--- src/hdl/obce_pkg.sv ---
`default_nettype none

package obce_pkg;

  // Configuration register indexes.
  localparam logic [0:0] REG_BOX_WIDTH  = 1'b0;
  localparam logic [0:0] REG_BOX_HEIGHT = 1'b1;

  // Field widths.
  localparam int unsigned DIM_W   = 31;
  localparam int unsigned POS_W   = 32;
  localparam int unsigned SCALE_W = 16;
  localparam int unsigned TRIG_W  = 16;

  // Shared multiplier operand and product widths.
  localparam int unsigned MUL_A_W = 40;
  localparam int unsigned MUL_B_W = 17;
  localparam int unsigned MUL_P_W = MUL_A_W + MUL_B_W;

  // Half extent is the Q8.8 scaled size shifted down by nine.
  localparam int unsigned HALF_SHIFT = 9;
  localparam int unsigned HALF_W     = DIM_W + SCALE_W - HALF_SHIFT;

  // Rotation products and their rounded sums.
  localparam int unsigned ROT_W   = 55;
  localparam int unsigned SUM_W   = ROT_W + 1;
  localparam int unsigned TRIG_FRAC = 14;
  localparam logic signed [SUM_W-1:0] ROUND_BIAS = SUM_W'(1) <<< (TRIG_FRAC - 1);

  // Query projections.
  localparam int unsigned PROJ_W = 34;

  // Sequencer states.
  typedef enum logic [2:0] {
    ST_IDLE,
    ST_MUL,
    ST_CORN,
    ST_QRY,
    ST_DONE
  } st_t;

  // Edge codes: top is corners 0-1, left 3-0, bottom 2-3, right 1-2.
  typedef enum logic [1:0] {
    EDGE_TOP    = 2'd0,
    EDGE_LEFT   = 2'd1,
    EDGE_BOTTOM = 2'd2,
    EDGE_RIGHT  = 2'd3
  } edge_t;

  // First corner of an edge.
  function automatic logic [1:0] edge_first(edge_t code);
    logic [1:0] idx;
    case (code)
      EDGE_TOP:    idx = 2'd0;
      EDGE_LEFT:   idx = 2'd3;
      EDGE_BOTTOM: idx = 2'd2;
      EDGE_RIGHT:  idx = 2'd1;
      default:     idx = 2'd0;
    endcase
    return idx;
  endfunction

  // Second corner of an edge.
  function automatic logic [1:0] edge_second(edge_t code);
    logic [1:0] idx;
    case (code)
      EDGE_TOP:    idx = 2'd1;
      EDGE_LEFT:   idx = 2'd0;
      EDGE_BOTTOM: idx = 2'd3;
      EDGE_RIGHT:  idx = 2'd2;
      default:     idx = 2'd1;
    endcase
    return idx;
  endfunction

endpackage

`default_nettype wire

--- src/hdl/obce_mul.sv ---
`default_nettype none

// Shared signed multiplier with a registered product.
module obce_mul (
  input  logic                                  clk,
  input  logic signed [obce_pkg::MUL_A_W-1:0]   a,
  input  logic signed [obce_pkg::MUL_B_W-1:0]   b,
  output logic signed [obce_pkg::MUL_P_W-1:0]   p_r
);

  // The product is registered before anything uses it.
  always_ff @(posedge clk) begin
    p_r <= a * b;
  end

endmodule

`default_nettype wire

--- src/hdl/oriented_box_corners_and_edge_select.sv ---
`default_nettype none
// Update and query words are taken one at a time: in_stall stays high from acceptance
// until the result word is loaded into the output register. The sequencer steps both
// kinds through one shared multiplier, and a query reads a one-port corner memory
// once per edge corner.
// Synchronous active-low reset clears sizes, extent and corner valid bits and sets the axes to identity.
module oriented_box_corners_and_edge_select (
  input  logic               clk,
  input  logic               rst_n,
  input  logic               cfg_wr_en,
  input  logic [0:0]         cfg_index,
  input  logic [30:0]        cfg_wdata,
  input  logic               in_valid,
  output logic               in_stall,
  input  logic               in_command,
  input  logic signed [31:0] in_center_x,
  input  logic signed [31:0] in_center_y,
  input  logic [15:0]        in_scale_x,
  input  logic [15:0]        in_scale_y,
  input  logic signed [15:0] in_cos_rot,
  input  logic signed [15:0] in_sin_rot,
  input  logic signed [15:0] in_normal_x,
  input  logic signed [15:0] in_normal_y,
  output logic               out_valid,
  input  logic               out_stall,
  output logic signed [31:0] out_extent_min_x,
  output logic signed [31:0] out_extent_max_x,
  output logic signed [31:0] out_extent_min_y,
  output logic signed [31:0] out_extent_max_y,
  output logic [1:0]         out_edge_code,
  output logic signed [31:0] out_edge_start_x,
  output logic signed [31:0] out_edge_start_y,
  output logic signed [31:0] out_edge_end_x,
  output logic signed [31:0] out_edge_end_y,
  output logic               out_saturated
);

  obce_pkg::st_t state_r, state_nxt;
  logic [3:0]    step_r, step_nxt;
  logic          in_accept;
  logic          out_load;

  logic [30:0]   box_width_r, box_height_r;
  logic          cmd_r;
  logic signed [31:0] cx_r, cy_r;
  logic [15:0]   sx_r, sy_r;
  logic signed [15:0] nx_r, ny_r;
  logic signed [15:0] axis_cos_r, axis_sin_r;

  logic signed [obce_pkg::MUL_A_W-1:0] mul_a;
  logic signed [obce_pkg::MUL_B_W-1:0] mul_b;
  logic signed [obce_pkg::MUL_P_W-1:0] prod;

  logic [obce_pkg::HALF_W-1:0]       hw_r, hh_r;
  logic signed [obce_pkg::ROT_W-1:0] hwc_r, hws_r, hhc_r, hhs_r;

  logic signed [32:0]                 t_r;
  logic signed [obce_pkg::PROJ_W-1:0] px_r, py_r;
  logic [obce_pkg::PROJ_W-1:0]        ax, ay;
  obce_pkg::edge_t                    code_r, code_nxt;

  // Corner pipeline.
  logic                              s1_v_r, s2_v_r;
  logic [2:0]                        s1_k_r, s2_k_r;
  logic signed [obce_pkg::SUM_W-1:0] s1_sum_r, sum_nxt;
  logic signed [obce_pkg::SUM_W-1:0] term1, term2;
  logic signed [obce_pkg::ROT_W-1:0] op1, op2;
  logic                              neg1, neg2;
  logic signed [41:0]                shifted;
  logic signed [31:0]                ctr;
  logic signed [42:0]                pos_wide;
  logic                              ovf;
  logic signed [31:0]                sat_val, s2_val_r, x_hold_r;
  logic                              sat_r;

  logic signed [31:0] ext_min_x_r, ext_max_x_r, ext_min_y_r, ext_max_y_r;

  // Corner memory: {x, y} per corner.
  logic [63:0] corner_mem [4];
  logic [3:0]  vld_r;
  logic [1:0]  rd_addr;
  logic [63:0] rd_r, rdata, start_r, end_r;
  logic        rd_vld_r;

  logic               out_valid_r, out_sat_r;
  obce_pkg::edge_t    out_code_r;
  logic signed [31:0] out_min_x_r, out_max_x_r, out_min_y_r, out_max_y_r;
  logic signed [31:0] out_sx_r, out_sy_r, out_ex_r, out_ey_r;

  assign in_stall  = (state_r != obce_pkg::ST_IDLE);
  assign in_accept = in_valid && !in_stall;
  assign out_load  = (state_r == obce_pkg::ST_DONE) && (!out_valid_r || !out_stall);

  obce_mul u_mul (
    .clk (clk),
    .a   (mul_a),
    .b   (mul_b),
    .p_r (prod)
  );

  // Sequencer state register.
  always_ff @(posedge clk) begin
    if (!rst_n) begin
      state_r <= obce_pkg::ST_IDLE;
      step_r  <= '0;
    end else begin
      state_r <= state_nxt;
      step_r  <= step_nxt;
    end
  end

  // Next state, multiplier operands and memory read address.
  always_comb begin
    state_nxt = state_r;
    step_nxt  = step_r;
    mul_a     = '0;
    mul_b     = '0;
    rd_addr   = obce_pkg::edge_first(code_r);
    case (state_r)
      obce_pkg::ST_IDLE: begin
        if (in_accept) begin
          state_nxt = in_command ? obce_pkg::ST_QRY : obce_pkg::ST_MUL;
          step_nxt  = '0;
        end
      end
      obce_pkg::ST_MUL: begin
        step_nxt = step_r + 4'd1;
        case (step_r)
          4'd0: begin
            mul_a = {9'b0, box_width_r};
            mul_b = {1'b0, sx_r};
          end
          4'd1: begin
            mul_a = {9'b0, box_height_r};
            mul_b = {1'b0, sy_r};
          end
          4'd2: begin
            mul_a = {2'b0, hw_r};
            mul_b = {axis_cos_r[15], axis_cos_r};
          end
          4'd3: begin
            mul_a = {2'b0, hw_r};
            mul_b = {axis_sin_r[15], axis_sin_r};
          end
          4'd4: begin
            mul_a = {2'b0, hh_r};
            mul_b = {axis_cos_r[15], axis_cos_r};
          end
          4'd5: begin
            mul_a = {2'b0, hh_r};
            mul_b = {axis_sin_r[15], axis_sin_r};
          end
          default: begin
            mul_a = '0;
            mul_b = '0;
          end
        endcase
        if (step_r == 4'd6) begin
          state_nxt = obce_pkg::ST_CORN;
          step_nxt  = '0;
        end
      end
      obce_pkg::ST_CORN: begin
        step_nxt = step_r + 4'd1;
        if (step_r == 4'd9) begin
          state_nxt = obce_pkg::ST_DONE;
        end
      end
      obce_pkg::ST_QRY: begin
        step_nxt = step_r + 4'd1;
        case (step_r)
          4'd0: begin
            mul_a = {{24{nx_r[15]}}, nx_r};
            mul_b = {axis_cos_r[15], axis_cos_r};
          end
          4'd1: begin
            mul_a = {{24{ny_r[15]}}, ny_r};
            mul_b = {axis_sin_r[15], axis_sin_r};
          end
          4'd2: begin
            mul_a = {{24{ny_r[15]}}, ny_r};
            mul_b = {axis_cos_r[15], axis_cos_r};
          end
          4'd3: begin
            mul_a = {{24{nx_r[15]}}, nx_r};
            mul_b = {axis_sin_r[15], axis_sin_r};
          end
          default: begin
            mul_a = '0;
            mul_b = '0;
          end
        endcase
        if (step_r == 4'd7) begin
          rd_addr = obce_pkg::edge_second(code_r);
        end
        if (step_r == 4'd8) begin
          state_nxt = obce_pkg::ST_DONE;
        end
      end
      obce_pkg::ST_DONE: begin
        if (!out_valid_r || !out_stall) begin
          state_nxt = obce_pkg::ST_IDLE;
        end
      end
      default: begin
        state_nxt = obce_pkg::ST_IDLE;
      end
    endcase
  end

  // Configuration, axes and corner valid bits.
  always_ff @(posedge clk) begin
    if (!rst_n) begin
      box_width_r  <= '0;
      box_height_r <= '0;
      axis_cos_r   <= 16'sd16384;
      axis_sin_r   <= '0;
      vld_r        <= '0;
    end else begin
      if (cfg_wr_en && cfg_index == obce_pkg::REG_BOX_WIDTH) begin
        box_width_r <= cfg_wdata;
      end
      if (cfg_wr_en && cfg_index == obce_pkg::REG_BOX_HEIGHT) begin
        box_height_r <= cfg_wdata;
      end
      if (in_accept && !in_command) begin
        axis_cos_r <= in_cos_rot;
        axis_sin_r <= in_sin_rot;
      end
      if (s1_v_r && s1_k_r[0]) begin
        vld_r[s1_k_r[2:1]] <= 1'b1;
      end
    end
  end

  // Input word capture.
  always_ff @(posedge clk) begin
    if (in_accept) begin
      cmd_r <= in_command;
      cx_r  <= in_center_x;
      cy_r  <= in_center_y;
      sx_r  <= in_scale_x;
      sy_r  <= in_scale_y;
      nx_r  <= in_normal_x;
      ny_r  <= in_normal_y;
    end
  end

  // Half extents and rotation products from the shared multiplier.
  always_ff @(posedge clk) begin
    if (state_r == obce_pkg::ST_MUL) begin
      case (step_r)
        4'd1:    hw_r  <= prod[obce_pkg::HALF_SHIFT +: obce_pkg::HALF_W];
        4'd2:    hh_r  <= prod[obce_pkg::HALF_SHIFT +: obce_pkg::HALF_W];
        4'd3:    hwc_r <= prod[obce_pkg::ROT_W-1:0];
        4'd4:    hws_r <= prod[obce_pkg::ROT_W-1:0];
        4'd5:    hhc_r <= prod[obce_pkg::ROT_W-1:0];
        4'd6:    hhs_r <= prod[obce_pkg::ROT_W-1:0];
        default: ;
      endcase
    end
  end

  // Stage one: signed sum of two products plus the rounding bias.
  // Corner order is top-left, top-right, bottom-right, bottom-left; x before y.
  assign op1  = step_r[0] ? hws_r : hwc_r;
  assign op2  = step_r[0] ? hhc_r : hhs_r;
  assign neg1 = (step_r[1] == step_r[2]);
  assign neg2 = step_r[0] ? !step_r[2] : step_r[2];
  assign term1 = neg1 ? -{op1[obce_pkg::ROT_W-1], op1} : {op1[obce_pkg::ROT_W-1], op1};
  assign term2 = neg2 ? -{op2[obce_pkg::ROT_W-1], op2} : {op2[obce_pkg::ROT_W-1], op2};
  assign sum_nxt = term1 + term2 + obce_pkg::ROUND_BIAS;

  // Stage two: drop the fraction, add the centre and clamp to 32 bits.
  assign shifted  = s1_sum_r[obce_pkg::SUM_W-1:obce_pkg::TRIG_FRAC];
  assign ctr      = s1_k_r[0] ? cy_r : cx_r;
  assign pos_wide = {shifted[41], shifted} + {{11{ctr[31]}}, ctr};
  assign ovf      = !((&pos_wide[42:31]) || !(|pos_wide[42:31]));
  assign sat_val  = ovf ? (pos_wide[42] ? 32'sh80000000 : 32'sh7fffffff) : pos_wide[31:0];

  // Corner pipeline valid flags.
  always_ff @(posedge clk) begin
    if (!rst_n) begin
      s1_v_r <= 1'b0;
      s2_v_r <= 1'b0;
    end else begin
      s1_v_r <= (state_r == obce_pkg::ST_CORN) && (step_r < 4'd8);
      s2_v_r <= s1_v_r;
    end
  end

  // Corner pipeline data and saturation flag.
  always_ff @(posedge clk) begin
    s1_sum_r <= sum_nxt;
    s1_k_r   <= step_r[2:0];
    s2_k_r   <= s1_k_r;
    s2_val_r <= sat_val;
    if (in_accept) begin
      sat_r <= 1'b0;
    end else if (s1_v_r && ovf) begin
      sat_r <= 1'b1;
    end
    if (s1_v_r && !s1_k_r[0]) begin
      x_hold_r <= sat_val;
    end
  end

  // Corner memory write and registered read.
  always_ff @(posedge clk) begin
    if (s1_v_r && s1_k_r[0]) begin
      corner_mem[s1_k_r[2:1]] <= {x_hold_r, sat_val};
    end
    rd_r     <= corner_mem[rd_addr];
    rd_vld_r <= vld_r[rd_addr];
  end

  // A corner never written reads as zero.
  assign rdata = rd_vld_r ? rd_r : 64'd0;

  // Stage three: running extent over the new corners.
  always_ff @(posedge clk) begin
    if (!rst_n) begin
      ext_min_x_r <= '0;
      ext_max_x_r <= '0;
      ext_min_y_r <= '0;
      ext_max_y_r <= '0;
    end else if (s2_v_r) begin
      if (!s2_k_r[0]) begin
        if (s2_k_r[2:1] == 2'd0 || s2_val_r < ext_min_x_r) ext_min_x_r <= s2_val_r;
        if (s2_k_r[2:1] == 2'd0 || s2_val_r > ext_max_x_r) ext_max_x_r <= s2_val_r;
      end else begin
        if (s2_k_r[2:1] == 2'd0 || s2_val_r < ext_min_y_r) ext_min_y_r <= s2_val_r;
        if (s2_k_r[2:1] == 2'd0 || s2_val_r > ext_max_y_r) ext_max_y_r <= s2_val_r;
      end
    end
  end

  // Edge choice: the larger projection wins, ties go to the local Y axis.
  assign ax = px_r[obce_pkg::PROJ_W-1] ? -px_r : px_r;
  assign ay = py_r[obce_pkg::PROJ_W-1] ? -py_r : py_r;

  always_comb begin
    if (ax > ay) begin
      code_nxt = (!px_r[obce_pkg::PROJ_W-1] && (|px_r)) ?
                 obce_pkg::EDGE_RIGHT : obce_pkg::EDGE_LEFT;
    end else begin
      code_nxt = (!py_r[obce_pkg::PROJ_W-1] && (|py_r)) ?
                 obce_pkg::EDGE_BOTTOM : obce_pkg::EDGE_TOP;
    end
  end

  // Query projections, edge code and edge corners.
  always_ff @(posedge clk) begin
    if (state_r == obce_pkg::ST_QRY) begin
      case (step_r)
        4'd1: t_r  <= prod[32:0];
        4'd2: px_r <= {t_r[32], t_r} + {prod[32], prod[32:0]};
        4'd3: t_r  <= prod[32:0];
        4'd4: px_r <= px_r;
        4'd5: code_r  <= code_nxt;
        4'd7: start_r <= rdata;
        4'd8: end_r   <= rdata;
        default: ;
      endcase
      if (step_r == 4'd4) begin
        py_r <= {t_r[32], t_r} - {prod[32], prod[32:0]};
      end
    end
  end

  // Output register valid.
  always_ff @(posedge clk) begin
    if (!rst_n) begin
      out_valid_r <= 1'b0;
    end else if (out_load) begin
      out_valid_r <= 1'b1;
    end else if (!out_stall) begin
      out_valid_r <= 1'b0;
    end
  end

  // Output register word; update results carry no edge.
  always_ff @(posedge clk) begin
    if (out_load) begin
      out_min_x_r <= ext_min_x_r;
      out_max_x_r <= ext_max_x_r;
      out_min_y_r <= ext_min_y_r;
      out_max_y_r <= ext_max_y_r;
      out_sat_r   <= cmd_r ? 1'b0 : sat_r;
      out_code_r  <= cmd_r ? code_r : obce_pkg::EDGE_TOP;
      out_sx_r    <= cmd_r ? start_r[63:32] : 32'sd0;
      out_sy_r    <= cmd_r ? start_r[31:0]  : 32'sd0;
      out_ex_r    <= cmd_r ? end_r[63:32]   : 32'sd0;
      out_ey_r    <= cmd_r ? end_r[31:0]    : 32'sd0;
    end
  end

  assign out_valid        = out_valid_r;
  assign out_extent_min_x = out_min_x_r;
  assign out_extent_max_x = out_max_x_r;
  assign out_extent_min_y = out_min_y_r;
  assign out_extent_max_y = out_max_y_r;
  assign out_edge_code    = out_code_r;
  assign out_edge_start_x = out_sx_r;
  assign out_edge_start_y = out_sy_r;
  assign out_edge_end_x   = out_ex_r;
  assign out_edge_end_y   = out_ey_r;
  assign out_saturated    = out_sat_r;

endmodule

`default_nettype wire

--- config.mk ---
export PLATFORM = sky130hd
export DESIGN_NAME = oriented_box_corners_and_edge_select
export DESIGN_NICKNAME = d
export VERILOG_FILES = /design/src/hdl/obce_pkg.sv /design/src/hdl/obce_mul.sv /design/src/hdl/oriented_box_corners_and_edge_select.sv
export SDC_FILE = /design/constraint.sdc
export NUM_CORES = 2
export LEC_CHECK = 0
export ABC_AREA = 0
export BUFFER_PORTS_ARGS = -buffer_cell sky130_fd_sc_hd__buf_4
export CORE_MARGIN = 1
export CORE_UTILIZATION = 60
export DETAILED_ROUTE_END_ITERATION = 6
export MAX_ROUTING_LAYER = met4
export PLACE_DENSITY = 0.78
export RECOVER_POWER = 100
export SLEW_MARGIN = 20
export SYNTH_ARGS = -nofsm -noshare
export SYNTH_HDL_FRONTEND = slang
export SYNTH_SLANG_ARGS = --single-unit
--- constraint.sdc ---
create_clock -name clk -period 44.4 [get_ports clk]
set_clock_uncertainty 0.05 [all_clocks]
set_input_delay 2.22 -clock clk [delete_from_list [all_inputs] [get_ports clk]]
set_output_delay 2.22 -clock clk [all_outputs]
set_load 0.1 [all_outputs]
# Word level (Yosys, flattened, before mapping)
# Memories as Yosys holds them, arrays and structs flattened. A register that Yosys moved wholly into a read port is not among the register bits.
# Index checks and enable logic that the tools add are counted.
# word_totals
out_inout_bits,261
word_cells,205
register_bits,1334
mem_count,1
input_bits,198
mem_bits_rw,256
# mem_list
memory,depth,width,read_ports,rd_ports_with_merged_regs,wr,line_no,source
corner_mem,4,64,1,1,1,oriented_box_corners_and_edge_select.sv:79,logic [63:0] corner_mem [4];
# classes
mul,1
n_reduce_logical,65
muxes,42
addsub,10
bitwise_logic,3
eq_ne,23
magnitude_cmp,9
# op_table
cell,count
$pmux 40 s2,2
$pmux 38 s4,1
$mux 56,2
$neg 56->56,2
$mux 55,2
$mux 32,3
$mux 34,2
$neg 34->34,2
$pmux 17 s2,2
$pmux 17 s4,1
$reduce_or 34->1,2
$gt 32x32->1,2
$lt 32x32->1,2
$mux 64,1
$add 56x15->56 const B,1
$add 56x56->56,1
$mul 40x17->55,1
$add 42x32->43,1
$add 33x33->34,1
$gt 34x34->1,1
$sub 33x33->34,1
$reduce_and 2->1,13
$reduce_or 2->1,9
$eq 4x3->1 const B,4
37 further kinds,94

# Depth between registers and ports, before layout
# depth
ltp_word,7
depth_mapped,42

# Hierarchy
# From an unflattened synthesis, not the netlist that was laid out.
# unflattened
hier_cells,8829
area_unflattened_um2,97802.6
# by_module_without_submodules
mod,n_inst,area_per_inst_um2,seq_area_each_um2,cells_per_inst
oriented_box_corners_and_edge_select,1,73530.5,43772.0,6123
obce_mul,1,24272.0,1141.1,2706

# Worst setup path before layout
# OpenSTA, ideal clock, no wires.
# synth_timing
kind,in2reg
start,input out_stall
end,"register out_code_r[0], in the netlist out_edge_code[0] (enable)"
path_buffers,0
setup_slack_ns,28.735
arrival_ns,14.649
stages,1
cell_sequence,a21oi_1
# synth_via
elab_chain_cells,3
# synth_lines
element,line_no,source
from (decl),oriented_box_corners_and_edge_select.sv:25,"input logic out_stall,"
$logic_not 1->1,--,
$logic_or 1x1->1,oriented_box_corners_and_edge_select.sv:92,assign out_load = (state_r == obce_pkg::ST_DONE) && (!out_valid_r || !out_stall);
$logic_and 1x1->1,oriented_box_corners_and_edge_select.sv:92,
to (signal assigned),oriented_box_corners_and_edge_select.sv:390,out_code_r <= cmd_r ? code_r : obce_pkg::EDGE_TOP;
to (decl),oriented_box_corners_and_edge_select.sv:86,obce_pkg::edge_t out_code_r;
# Every way passes these cells.
# A chain may end at the register's enable or synchronous reset.

# Worst setup path after layout
# layout_timing
start,register step_r[0]
end,register u_mul.p_r[53] (netlist bit)
# layout_via
elab_chain_cells,5
word_cells_on_any_way,21
classes_between,mul: 1; eq/ne: 5; mux: 6; reduce/logical: 9
# layout_lines
element,line_no,source
from (decl),oriented_box_corners_and_edge_select.sv:39,"logic [3:0] step_r, step_nxt;"
from (signal assigned),oriented_box_corners_and_edge_select.sv:108,step_r <= step_nxt;
"$eq 4x3->1, or another cell as far along",oriented_box_corners_and_edge_select.sv:128,case (step_r)
$reduce_or 2->1 (no source line),--,
"$pmux 38 s4, or another cell as far along",oriented_box_corners_and_edge_select.sv:128,
$pmux 40 s2 / $pmux 17 s2 (equally long branches),oriented_box_corners_and_edge_select.sv:119,case (state_r)
$mul 40x17->55 (*),obce_mul.sv:13,p_r <= a * b;
to (signal assigned),obce_mul.sv:13,
to (decl),obce_mul.sv:8,output logic signed [obce_pkg::MUL_P_W-1:0] p_r
# Mark *: on every way between the ends. The rest lies on a longest branch, timed or not.

==> impl_metrics.py <==
metrics = {
    "placement": {
        "postPlaceCellArea_sq_mm": 0.101,
        "gp_congestion": 0.968,
        "dp_hpwl_mm": 184,
        "numPortBuffers": 458,
    },
    "synthesis": {
        "synth_area_sq_mm": 0.0955,
        "ys_ff_latch": 1640,
        "syn_nets": 10100,
        "syn_area_per_cell_sq_um": 10.9,
        "synth_warnings": 0,
        "synth-seq-area-share": 0.470,
        "synth_cell_type_count": 86,
        "yosys_most_used_dff": "edfxtp_1",
        "synth-async-reset-ratio": 0,
        "synthCells": 8730,
        "synth_edf_count": 1203,
    },
    "power_and_ir_drop": {
        "cellLeakagePower_uw": 0.0419,
        "p_per_area_mw_per_mm2": 53.5,
        "vdd_drop_max_uv": 50.2,
    },
    "grt": {
        "gr-total-overflow": 0,
        "grt_pass1_wl_mm": 383,
        "grt_pass1_vias": 67600,
        "grtUsageTotal": 0.318,
        "antenna_found_initial": 3,
        "grt_max_degree": 234,
    },
    "timing": {
        "tns_ps": 0,
        "fin_crit_sh": 0.354,
        "period_minus_slack_ps": 15730,
        "worstMarginPinSlew_ps": 9980,
        "hold_violations": 0,
        "maxSlewHeadroom": -5.65,
        "timing.fmax_ghz": 0.0636,
        "slew_violations": 2243,
        "rsz0062_at_grt": "no",
        "setup_violations": 0,
    },
    "critical_path": {
        "worst-r2r-setup-slack_ps": 28670,
        "path_class": "reg2reg",
        "slowest_stage": "clkbuf_1",
        "worst-path-max-fanout": 67,
        "crit_buf_inv": 6,
        "crit_required_ps": 45040,
        "rr_worst_depth": 31,
        "cp_num_cells": 31,
        "critPathTopFamily": "buffers and inverters",
        "setup.worst_path.start_class": "flip-flop",
        "slowest_delay_ps": 1920,
        "arrival_ps": 16360,
        "crit_path_end_kind": "flip-flop",
        "crit_top_cell": "fa_1",
    },
    "cts": {
        "cts-root-buf": "clkbuf_16",
        "worstSkewPairLatency_ps": 820,
        "cts_max_path_buffers": 3,
        "cts_inserted_buffers": 162,
        "cts-resized-gates": 0,
        "cts_hold_buffers": 0,
        "cts_tree": "built",
        "cts.clk_slew.worst_paths_ps": 60,
        "post_cts_buffers": 0,
        "clkSinkCount": 1640,
        "h-tree-depth": 4,
    },
    "floorplan": {
        "dieWidth_um": 401,
        "start_util": 0.604,
        "ioPinCount": 459,
        "std_cell_rows": 146,
        "core_sq_mm": 0.158,
        "die_h_um": 401,
        "fp.dieArea_sq_mm": 0.161,
    },
    "finish": {
        "drive_above_1_share": 0.0685,
        "fin_area_sq_mm": 0.106,
        "syn2layout_area_growth_pct": 10.5,
        "num-nets-final": 10400,
        "num-fill-cells": 12000,
    },
    "detailed_routing": {
        "num_vias": 67000,
        "drt_pass1_iterations": 7,
        "drc": 1,
        "ant_nets": 0,
        "wl_per_cell_um": 22.1,
        "drt-initial-drc-count": 6035,
        "avgViaCountPerCell": 5.93,
        "wl_mm": 249,
    },
    "min_path": {
        "hold_depth": 0,
        "hp-class": "reg2reg",
    },
    "run_status": {
        "status": "complete, but fails checks",
        "violations": "DRC, capacitance limit, slew limit",
    },
    "run": {
        "max_cap_viol_count": 48,
    },
}
==> layout make-up <==
class / count / area, sq um / share of cell area
Antenna cell: 2 / 5.00 / 0.0000474
Clock buffer: 213 / 4450 / 0.0421
Clock inverter: 92 / 1200 / 0.0113
Inverter: 920 / 3460 / 0.0327
Multi-Input combinational cell: 5801 / 46000 / 0.436
Sequential cell: 1640 / 44900 / 0.425
Tap cell: 2072 / 2590 / 0.0246
Timing Repair Buffer: 554 / 3010 / 0.0285
==> power breakdown <==
| part | switching (uW) | internal, uW |
|---|---|---|
| logic | 1440 | 731 |
| registers | 149 | 1910 |
| clock network | 606 | 808 |
| total | 2200 | 3450 |
==> cell usage in the layout (no fill, tap or decap), types with 107 or more instances in the layout <==
master and instances:
ha_1 515, nand2_1 1045, buf_4 112, clkbuf_4 128, nor2_1 600, dfxtp_1 437
inv_1 916, clkbuf_16 164, fa_1 623, and2_0 199, a21oi_1 465, xnor2_1 223
a21o_1 152, edfxtp_1 1203, o21ai_0 286, mux2i_1 154, and2_1 107, clkbuf_1 345
==> stage by stage <==
stage	utilization	cells	setup slack, ps	total power, uW	hold slack (ps)
floorplan	-	8730	28740	3530	279
global placement	0.639	11000	32140	4180	363
detailed placement	0.639	11000	32000	4230	371
CTS	0.675	11300	31980	5650	380
global route	0.667	11300	27980	5920	398
finish	0.667	11300	28670	5650	383
==> cells in the mapped netlist (21+ instances only) <==
library cell,count,area (sq um)
or3_1,46,288
a31oi_1,104,651
and3_1,32,200
o32ai_1,21,184
or2_2,22,138
mux2i_1,155,1550
and2_0,23,144
or4_1,25,188
o22ai_1,23,144
and2_1,285,1780
nor2b_1,69,432
nand2b_1,95,594
nand2_1,1045,3920
o21a_1,50,375
o31a_1,21,184
inv_1,918,3450
a21oi_1,466,2330
edfxtp_1,1203,36100
xor2_1,99,867
buf_2,23,115
dfxtp_1,437,8750
o221ai_1,21,184
nor2_1,608,2280
buf_1,28,105
clkbuf_1,310,1160
mux2_2,39,439
a21o_1,152,1140
a211oi_1,98,736
ha_1,515,6440
o21bai_1,30,225
nand4_1,55,344
xnor2_1,223,1950
fa_1,623,12500
nor3_1,91,455
nand3_1,92,460
a22oi_1,91,683
o31ai_1,45,338
o21ai_0,289,1450
==> routing by layer <==
layer,global-route usage,vias up,part of all wire,wire length (um)
li1,-,30700,-,-
met1,0.404,32900,0.40,101000
met3,0.0530,546,0.079,19800
met5,-,-,0,0
met2,0.513,2852,0.48,119000
met4,0.119,0,0.039,9680
==> kinds of logic after synthesis <==
group / share of synthesized area
buffers and inverters: 0.0515
xor gates and xnor gates: 0.0295
adders and majority gates: 0.198
DFF: 0.470
muxes: 0.0208
AOI/OAI and AO/OA: 0.106
and+or+nand+nor: 0.125
==> worst register-to-register path: cells and delay by family, from the launching register on <==
family / cells / cell delay (ps)
DFF: 1 / 1680
muxes: 1 / 180
AOI/OAI and AO/OA: 9 / 2370
buffers and inverters: 6 / 4790
and+or+nand+nor: 7 / 2840
adders and majority gates: 7 / 3510
xor gates and xnor gates: 1 / 150
==> worst paths after layout <==
| kind | start | endpoint |
|---|---|---|
| max | step_r[0]$_SDFFE_PN0P_ | u_mul.p_r[53]$_DFF_P_ |
| min | step_r[1]$_SDFFE_PN0P_ | s1_k_r[1]$_DFF_P_ |
| max reg2reg | step_r[0]$_SDFFE_PN0P_ | u_mul.p_r[53]$_DFF_P_ |
| min reg2reg | step_r[1]$_SDFFE_PN0P_ | s1_k_r[1]$_DFF_P_ |
==> registers in the layout, summed over array words and instances (netlist names), 33 cells and up <==
name and cells:
hh_r 38, px_r 34, s1_sum_r 42, py_r 34, rd_r 64, hhc_r 55, corner_mem 256, hw_r 38
hhs_r 55, t_r 33, start_r 64, hws_r 55, u_mul.p_r 55, end_r 64, hwc_r 55
No activity file was read; power rests on OpenSTA's default activity.
